$ cat src/sv/oate_pkg.sv
// ----------------------------------------------------------------------------
// Atom token encoder package
// Shared operation codes, token codes and the queue entry type.
// ----------------------------------------------------------------------------
package oate_pkg;

   // Operation codes carried by an input transaction.
   localparam logic [2:0] OpUint    = 3'd0;
   localparam logic [2:0] OpSint    = 3'd1;
   localparam logic [2:0] OpUid     = 3'd2;
   localparam logic [2:0] OpBinHdr  = 3'd3;
   localparam logic [2:0] OpPayload = 3'd4;

   // Atom token header codes.
   localparam logic [3:0] TokShortUintHi = 4'h8;
   localparam logic [3:0] TokShortSintHi = 4'h9;
   localparam logic [1:0] TokTinySintHi  = 2'b01;
   localparam logic [7:0] TokUid         = 8'hA8;
   localparam logic [3:0] TokHdrShortHi  = 4'hA;
   localparam logic [4:0] TokHdrMediumHi = 5'b11010;
   localparam logic [7:0] TokHdrLong     = 8'hE2;

   // Thresholds between tiny, short, medium and long forms.
   localparam logic [63:0] TinyUintLimit  = 64'h40;
   localparam logic [23:0] HdrShortLimit  = 24'd16;
   localparam logic [23:0] HdrMediumLimit = 24'd2048;

   // Byte counts of fixed-size atom bodies.
   localparam logic [3:0] UidBytes       = 4'd8;
   localparam logic [3:0] MediumHdrBytes = 4'd1;
   localparam logic [3:0] LongHdrBytes   = 4'd3;

   // Queue between the front and back ends.
   localparam int QDepth  = 2;
   localparam int QPtrW   = $clog2(QDepth);
   localparam int QCountW = $clog2(QDepth + 1);

   // One classified token: header byte, body byte count and body bits.
   typedef struct packed {
      logic [7:0]  head;
      logic [3:0]  nbytes;
      logic [63:0] data;
   } qentry_type;

   typedef struct packed {
      logic [QCountW-1:0] level;
      logic               full;
      logic               nonempty;
   } queue_status_type;

   typedef struct packed {
      logic active;
   } back_status_type;

endpackage

$ cat src/sv/oate_front.sv
// ----------------------------------------------------------------------------
// Atom token encoder front end
// Accepts request transactions and classifies them into queue entries.
// ----------------------------------------------------------------------------
module oate_front (
   input  logic                      req_valid,
   output logic                      req_stall,
   input  logic [2:0]                req_operation,
   input  logic [63:0]               req_value,
   input  logic [23:0]               req_length,
   input  oate_pkg::queue_status_type q_status,
   output logic                      push,
   output oate_pkg::qentry_type      push_entry
);

   // Fewest bytes that hold an unsigned value, at least one.
   function automatic logic [3:0] unsigned_len(input logic [63:0] v);
      logic [3:0] n;
      n = 4'd1;
      for (int i = 1; i < 8; i++) begin
         if (v[8*i +: 8] != 8'd0) begin
            n = 4'(i + 1);
         end
      end
      return n;
   endfunction

   // Fewest bytes whose sign extension gives back the value.
   function automatic logic [3:0] signed_len(input logic [63:0] v);
      logic [3:0]  n;
      logic [63:0] hi;
      n = 4'd8;
      for (int i = 7; i >= 1; i--) begin
         hi = 64'($signed(v) >>> (8*i - 1));
         if ((&hi) || !(|hi)) begin
            n = 4'(i);
         end
      end
      return n;
   endfunction

   logic [3:0] ulen;
   logic [3:0] slen;
   logic       sint_tiny;
   logic       op_known;

   assign ulen      = unsigned_len(req_value);
   assign slen      = signed_len(req_value);
   assign sint_tiny = (&req_value[63:5]) || !(|req_value[63:5]);

   // Back pressure comes only from a full queue.
   assign req_stall = q_status.full;
   assign push      = req_valid && !q_status.full && op_known;

   // Classify the operation into a header byte and a body.
   always_comb begin
      op_known        = 1'b1;
      push_entry.head   = req_value[7:0];
      push_entry.nbytes = 4'd0;
      push_entry.data   = req_value;
      unique case (req_operation)
         oate_pkg::OpUint: begin
            if (req_value >= oate_pkg::TinyUintLimit) begin
               push_entry.head   = {oate_pkg::TokShortUintHi, ulen};
               push_entry.nbytes = ulen;
            end
         end
         oate_pkg::OpSint: begin
            if (sint_tiny) begin
               push_entry.head = {oate_pkg::TokTinySintHi, req_value[5:0]};
            end else begin
               push_entry.head   = {oate_pkg::TokShortSintHi, slen};
               push_entry.nbytes = slen;
            end
         end
         oate_pkg::OpUid: begin
            push_entry.head   = oate_pkg::TokUid;
            push_entry.nbytes = oate_pkg::UidBytes;
         end
         oate_pkg::OpBinHdr: begin
            push_entry.data = {40'd0, req_length};
            if (req_length < oate_pkg::HdrShortLimit) begin
               push_entry.head = {oate_pkg::TokHdrShortHi, req_length[3:0]};
            end else if (req_length < oate_pkg::HdrMediumLimit) begin
               push_entry.head   = {oate_pkg::TokHdrMediumHi, req_length[10:8]};
               push_entry.nbytes = oate_pkg::MediumHdrBytes;
            end else begin
               push_entry.head   = oate_pkg::TokHdrLong;
               push_entry.nbytes = oate_pkg::LongHdrBytes;
            end
         end
         oate_pkg::OpPayload: begin
            push_entry.head = req_value[7:0];
         end
         default: begin
            op_known = 1'b0;
         end
      endcase
   end

endmodule

$ cat src/sv/oate_queue.sv
// ----------------------------------------------------------------------------
// Atom token encoder queue
// Short register queue that decouples classification from serialization.
// ----------------------------------------------------------------------------
module oate_queue (
   input  logic                       clock,
   input  logic                       reset,
   input  logic                       push,
   input  oate_pkg::qentry_type       push_entry,
   input  logic                       pop,
   output oate_pkg::qentry_type       pop_entry,
   output oate_pkg::queue_status_type q_status
);

   oate_pkg::qentry_type              entries_ff [oate_pkg::QDepth];
   oate_pkg::qentry_type              entries_in [oate_pkg::QDepth];
   logic [oate_pkg::QPtrW-1:0]        wr_ptr_ff, wr_ptr_in;
   logic [oate_pkg::QPtrW-1:0]        rd_ptr_ff, rd_ptr_in;
   logic [oate_pkg::QCountW-1:0]      count_ff, count_in;
   logic                              do_push;
   logic                              do_pop;

   assign q_status.level    = count_ff;
   assign q_status.full     = (count_ff == oate_pkg::QCountW'(oate_pkg::QDepth));
   assign q_status.nonempty = (count_ff != '0);
   assign pop_entry         = entries_ff[rd_ptr_ff];

   assign do_push = push && !q_status.full;
   assign do_pop  = pop && q_status.nonempty;

   // Pointer and fill count update.
   always_comb begin
      entries_in = entries_ff;
      wr_ptr_in  = wr_ptr_ff;
      rd_ptr_in  = rd_ptr_ff;
      count_in   = count_ff;
      if (do_push) begin
         entries_in[wr_ptr_ff] = push_entry;
         wr_ptr_in = (wr_ptr_ff == oate_pkg::QPtrW'(oate_pkg::QDepth - 1)) ?
                     '0 : wr_ptr_ff + 1'b1;
      end
      if (do_pop) begin
         rd_ptr_in = (rd_ptr_ff == oate_pkg::QPtrW'(oate_pkg::QDepth - 1)) ?
                     '0 : rd_ptr_ff + 1'b1;
      end
      if (do_push && !do_pop) begin
         count_in = count_ff + 1'b1;
      end else if (do_pop && !do_push) begin
         count_in = count_ff - 1'b1;
      end
   end

   // Control state is reset; the entry storage is not.
   always_ff @(posedge clock) begin
      if (reset) begin
         wr_ptr_ff <= '0;
         rd_ptr_ff <= '0;
         count_ff  <= '0;
      end else begin
         wr_ptr_ff <= wr_ptr_in;
         rd_ptr_ff <= rd_ptr_in;
         count_ff  <= count_in;
      end
   end

   always_ff @(posedge clock) begin
      entries_ff <= entries_in;
   end

endmodule

$ cat src/sv/oate_back.sv
// ----------------------------------------------------------------------------
// Atom token encoder back end
// Serializes queue entries into token bytes through an output register.
// ----------------------------------------------------------------------------
module oate_back (
   input  logic                       clock,
   input  logic                       reset,
   input  oate_pkg::queue_status_type q_status,
   input  oate_pkg::qentry_type       pop_entry,
   output logic                       pop,
   output oate_pkg::back_status_type  b_status,
   output logic                       rsp_valid,
   input  logic                       rsp_stall,
   output logic [7:0]                 rsp_out_byte,
   output logic                       rsp_last
);

   logic        valid_ff, valid_in;
   logic        active_ff, active_in;
   logic [3:0]  rem_ff, rem_in;
   logic [63:0] data_ff, data_in;
   logic [7:0]  byte_ff, byte_in;
   logic        last_ff, last_in;
   logic        load;
   logic [2:0]  idx;

   assign load            = !valid_ff || !rsp_stall;
   assign idx             = 3'(rem_ff - 4'd1);
   assign rsp_valid       = valid_ff;
   assign rsp_out_byte    = byte_ff;
   assign rsp_last        = last_ff;
   assign b_status.active = active_ff;

   // Next byte: continue the body of the current token, else start the next.
   always_comb begin
      valid_in  = valid_ff;
      active_in = active_ff;
      rem_in    = rem_ff;
      data_in   = data_ff;
      byte_in   = byte_ff;
      last_in   = last_ff;
      pop       = 1'b0;
      if (load) begin
         if (active_ff) begin
            valid_in  = 1'b1;
            byte_in   = data_ff[{idx, 3'b000} +: 8];
            last_in   = (rem_ff == 4'd1);
            rem_in    = rem_ff - 4'd1;
            active_in = (rem_ff != 4'd1);
         end else if (q_status.nonempty) begin
            pop       = 1'b1;
            valid_in  = 1'b1;
            byte_in   = pop_entry.head;
            last_in   = (pop_entry.nbytes == 4'd0);
            rem_in    = pop_entry.nbytes;
            data_in   = pop_entry.data;
            active_in = (pop_entry.nbytes != 4'd0);
         end else begin
            valid_in = 1'b0;
         end
      end
   end

   always_ff @(posedge clock) begin
      if (reset) begin
         valid_ff  <= 1'b0;
         active_ff <= 1'b0;
      end else begin
         valid_ff  <= valid_in;
         active_ff <= active_in;
      end
   end

   always_ff @(posedge clock) begin
      rem_ff  <= rem_in;
      data_ff <= data_in;
      byte_ff <= byte_in;
      last_ff <= last_in;
   end

endmodule

$ cat src/sv/opal_atom_token_encoder.sv
// ----------------------------------------------------------------------------
// Opal atom token encoder
// Turns integer, UID, binary header and payload requests into atom tokens.
// ----------------------------------------------------------------------------
//
//   Channel  Direction  Handshake              Payload
//   req      in         req_valid / req_stall  req_operation, req_value, req_length
//   rsp      out        rsp_valid / rsp_stall  rsp_out_byte, rsp_last
//
// Each transaction yields one to nine bytes, one byte per cycle from the
// output register while rsp_stall is low. The front end classifies in the
// cycle of acceptance into a two-entry queue; it stalls only while that
// queue is full. Unknown operations are accepted and dropped. Reset is
// synchronous and empties the queue and output register.
module opal_atom_token_encoder (
   input  logic        clock,
   input  logic        reset,
   input  logic        req_valid,
   output logic        req_stall,
   input  logic [2:0]  req_operation,
   input  logic [63:0] req_value,
   input  logic [23:0] req_length,
   output logic        rsp_valid,
   input  logic        rsp_stall,
   output logic [7:0]  rsp_out_byte,
   output logic        rsp_last
);

   oate_pkg::queue_status_type q_status;
   oate_pkg::back_status_type  b_status;
   oate_pkg::qentry_type       push_entry;
   oate_pkg::qentry_type       pop_entry;
   logic                       push;
   logic                       pop;

   // Classification of incoming transactions.
   oate_front u_front (
      .req_valid     (req_valid),
      .req_stall     (req_stall),
      .req_operation (req_operation),
      .req_value     (req_value),
      .req_length    (req_length),
      .q_status      (q_status),
      .push          (push),
      .push_entry    (push_entry)
   );

   // Decoupling queue.
   oate_queue u_queue (
      .clock      (clock),
      .reset      (reset),
      .push       (push),
      .push_entry (push_entry),
      .pop        (pop),
      .pop_entry  (pop_entry),
      .q_status   (q_status)
   );

   // Byte serializer.
   oate_back u_back (
      .clock        (clock),
      .reset        (reset),
      .q_status     (q_status),
      .pop_entry    (pop_entry),
      .pop          (pop),
      .b_status     (b_status),
      .rsp_valid    (rsp_valid),
      .rsp_stall    (rsp_stall),
      .rsp_out_byte (rsp_out_byte),
      .rsp_last     (rsp_last)
   );

`ifndef SYNTHESIS
   // The queue never holds more entries than it has.
   a_queue_bound: assert property (@(posedge clock) disable iff (reset)
      q_status.level <= oate_pkg::QCountW'(oate_pkg::QDepth))
      else $error("queue level exceeds depth");

   // A token body in progress always has a byte waiting at the output.
   a_active_valid: assert property (@(posedge clock) disable iff (reset)
      b_status.active |-> rsp_valid)
      else $error("serializer active without output byte");

   // A delivered byte that is not last is followed at once by another byte.
   a_no_gap: assert property (@(posedge clock) disable iff (reset)
      (rsp_valid && !rsp_stall && !rsp_last) |=> rsp_valid)
      else $error("gap inside a token");
`endif

endmodule

$ cat config.mk
export PLATFORM = sky130hd
export DESIGN_NAME = opal_atom_token_encoder
export DESIGN_NICKNAME = d
export VERILOG_FILES = /design/src/sv/oate_pkg.sv /design/src/sv/oate_front.sv /design/src/sv/oate_queue.sv /design/src/sv/oate_back.sv /design/src/sv/opal_atom_token_encoder.sv
export SDC_FILE = /design/constraint.sdc
export NUM_CORES = 1
export LEC_CHECK = 0
export BUFFER_PORTS_ARGS = -buffer_cell sky130_fd_sc_hd__buf_2
export CORE_ASPECT_RATIO = 0.8
export CORE_MARGIN = 8
export CORE_UTILIZATION = 42
export CTS_CLUSTER_SIZE = 25
export DETAILED_ROUTE_END_ITERATION = 10
export MAX_ROUTING_LAYER = met4
export PLACE_DENSITY = 0.73
export SLEW_MARGIN = 20
export SYNTH_ARGS = -nofsm -noshare
export SYNTH_HDL_FRONTEND = slang
export SYNTH_SLANG_ARGS = --single-unit
export TNS_END_PERCENT = 10
$ cat constraint.sdc
create_clock -name clock -period 4.6 [get_ports clock]
set_clock_uncertainty 0.15 [all_clocks]
set_input_delay 0 -clock clock [delete_from_list [all_inputs] [get_ports clock]]
set_output_delay 0 -clock clock [all_outputs]
set_load 0.005 [all_outputs]
==> out/qor.csv <==
metric;value;unit
Power Dens Cells;536;mW/mm^2
clk sinks;235;
DP HPWL;16.8;mm
pin count of the biggest net entering global routing;77;
syn_area_per_cell;14.8;um^2
Synth cell types;50;
DRC Markers;0;
EDFF count, synth;229;
final critical-path required period;3.53;ns
Yosys reg bits;235;
Avg Vias per Cell;5.47;
area grow syn2layout;27.2;%
commonest non-fill, non-tap cells in the layout;229 x edfxtp_1, 105 x buf_2, 104 x dlygate4sd3_1;
number of diodes;0;
MaxCap Viol Count;0;
post-cts sizing count;0;
Leak Pwr;4.59;nW
Antenna Nets Post-Route;0;
Port-buffer cells;105;
drt initial violations;582;
CTS Buf Count;24;
gr usage total;17.6;%
Post-Synthesis Net Count;784;
final core occ;53.7;%
Crit path arrival time;3.63;ns
Async SR Flop Fraction;0;%
filler instances;1875;
Post-synth top flop;edfxtp_1;
layout cells sized above 1;26.4;%
post-route cell area;0.0129;mm^2
crit start category;input pin;
H-tree depth;1;
gp weighted congestion;0.853;
Least-Margin Pin Slew;1.08;ns
Horiz. Die Dim;190;um
Setup Viol. Count Final;0;
initial antenna violation count;0;
row count;51;
die area;0.0294;mm^2
Initial Utilization;42.2;%
synthesized area;0.0102;mm^2
count of final hold-check violations;0;
Worst Hold Class;input pin to flop;
crit share post-route;76.7;%
Setup Crit Path Kind;input pin to flop;
worst path required time;4.70;ns
CTS Root Cell;clkbuf_16;
CP endpoint kind;flop;
mean routed wirelength per cell;20.8;um
Post-Syn Instances;686;
clk slew on worst S/H paths;0.06;ns
Slew headroom;27.9;%
critical path peak fanout;3;
clock tree buffer depth;3;
area of the multi-input gates;0.00304;mm^2
first-pass GRT wire length;39.0;mm
Fmax achieved;0.283;GHz
Die Span Y;155;um
Post-DP Area;0.0111;mm^2
final setup TNS;0;ns
register area;0.00700;mm^2
vias in the first global route;6792;
TritonRoute pass-1 iters;5;
Core Area;0.0241;mm^2
worst skew pair latency;0.51;ns
commonest non-fill, non-tap cell in the layout;edfxtp_1;
gr ovfl total;0;
outcome;finished clean;
vias post-DR;6750;
RSZ-0062 raised after global routing;no;
Synth warnings;0;
CTS tree;built;
Seq/Total Area, Yosys;68.9;%
Slew Limit Fails;0;
Max VDD drop;0.000343;V
layout net count;1000;
routed wire length;25.7;mm
I/O Pins;106;
[cell type report]
type	instances	area share [%]
clock inverter	13	1.08
tap	318	3.08
inverter	10	0.290
clock buffer	28	4.93
sequential	235	54.2
timing repair buffer	219	13.0
multi-input combinational	412	23.5
[metrics by stage]
step	worst slack (ns)	total power [W]	std cells	hold slack, ns
6_report	1.07	0.00692	1235	0.0884
5_1_grt	1.07	0.00723	1235	0.0655
4_1_cts	1.25	0.00696	1233	0.0639
3_5_place_dp	1.79	0.00496	1088	0.0944
3_3_place_gp	1.82	0.00491	1088	0.103
2_1_floorplan	0.0266	0.00432	686	-0.0809
[timing repair]
item / CTS / global route
endpoints found under the hold margin: 152 / 0
hold buffers: 104 / 0
setup buffers: 0 / 0
[synth_stat cells (11+ instances only)]
master    number  area (um^2)
nand4_1       18          113
mux2_2        65          732
nor2_1        29          109
a211oi_1      14          105
edfxtp_1     229         6880
nor2b_1       12         75.1
o21ai_0       11         55.1
nor4_1        16          100
mux4_2        16          360
nand2_1       86          323
a21oi_1       19         95.1
and2_1        42          263
clkbuf_1      25         93.8
[power breakdown]
group	switching (W)	internal (W)	total (W)
clock	0.000775	0.00115	0.00193
sequential	0.000240	0.00297	0.00321
combinational	0.000968	0.000817	0.00179
total	0.00198	0.00494	0.00692
[critical path, stage by stage]
cell	delay, ns
dlygate4sd3_1	0.57
buf_2	0.16
or4_4	0.55
nor4_1	0.88
nand4b_1	0.17
nand2_1	0.17
nor2_1	0.05
a21o_1	0.24
a211o_1	0.25
dlygate4sd3_1	0.59
[state kept, by name, indices dropped and copies added, names as in the netlist]
name,cells
u_back.data_ff,64
u_back.rsp_last,1
u_back.b_status,1
u_queue.entries_ff,152
u_back.rem_ff,4
u_queue.wr_ptr_ff,1
u_back.rsp_valid,1
u_back.rsp_out_byte,8
u_queue.count_ff,2
u_queue.rd_ptr_ff,1
[logic make-up (layout without fill, tap and decap cells)]
kind of cell / count (synthesis) / after routing / share of synthesized area, %
buf+inv: 39 / 270 / 1.44
simple gates: 246 / 246 / 12.7
xor+xnor: 6 / 6 / 0.517
compound gates: 66 / 66 / 4.36
fa+ha+maj: 3 / 3 / 0.370
mux: 91 / 91 / 11.7
flops: 235 / 235 / 68.9
[worst paths after layout]
kind	slack, ns	startpoint	end	cells past startpoint
worst min register to register	0.39	u_queue.entries_ff[37]	u_back.data_ff[37]	1
worst max-delay path	1.07	req_value[44]	u_queue.entries_ff[70]	10
worst max register to register	1.82	u_back.b_status	u_back.data_ff[43]	4
worst min-delay path	0.09	req_length[12]	u_queue.entries_ff[149]	4
[per-layer routing]
metal | part of all wire, % | GRT usage, % | up-vias
met3 | 6.6 | 3.13 | 68
met2 | 47 | 27.4 | 270
li1 | - | - | 3076
met4 | 3.4 | 5.80 | 0
met5 | 0 | - | -
met1 | 43 | 23.1 | 3336
No activity file was read; power rests on OpenSTA's default activity.
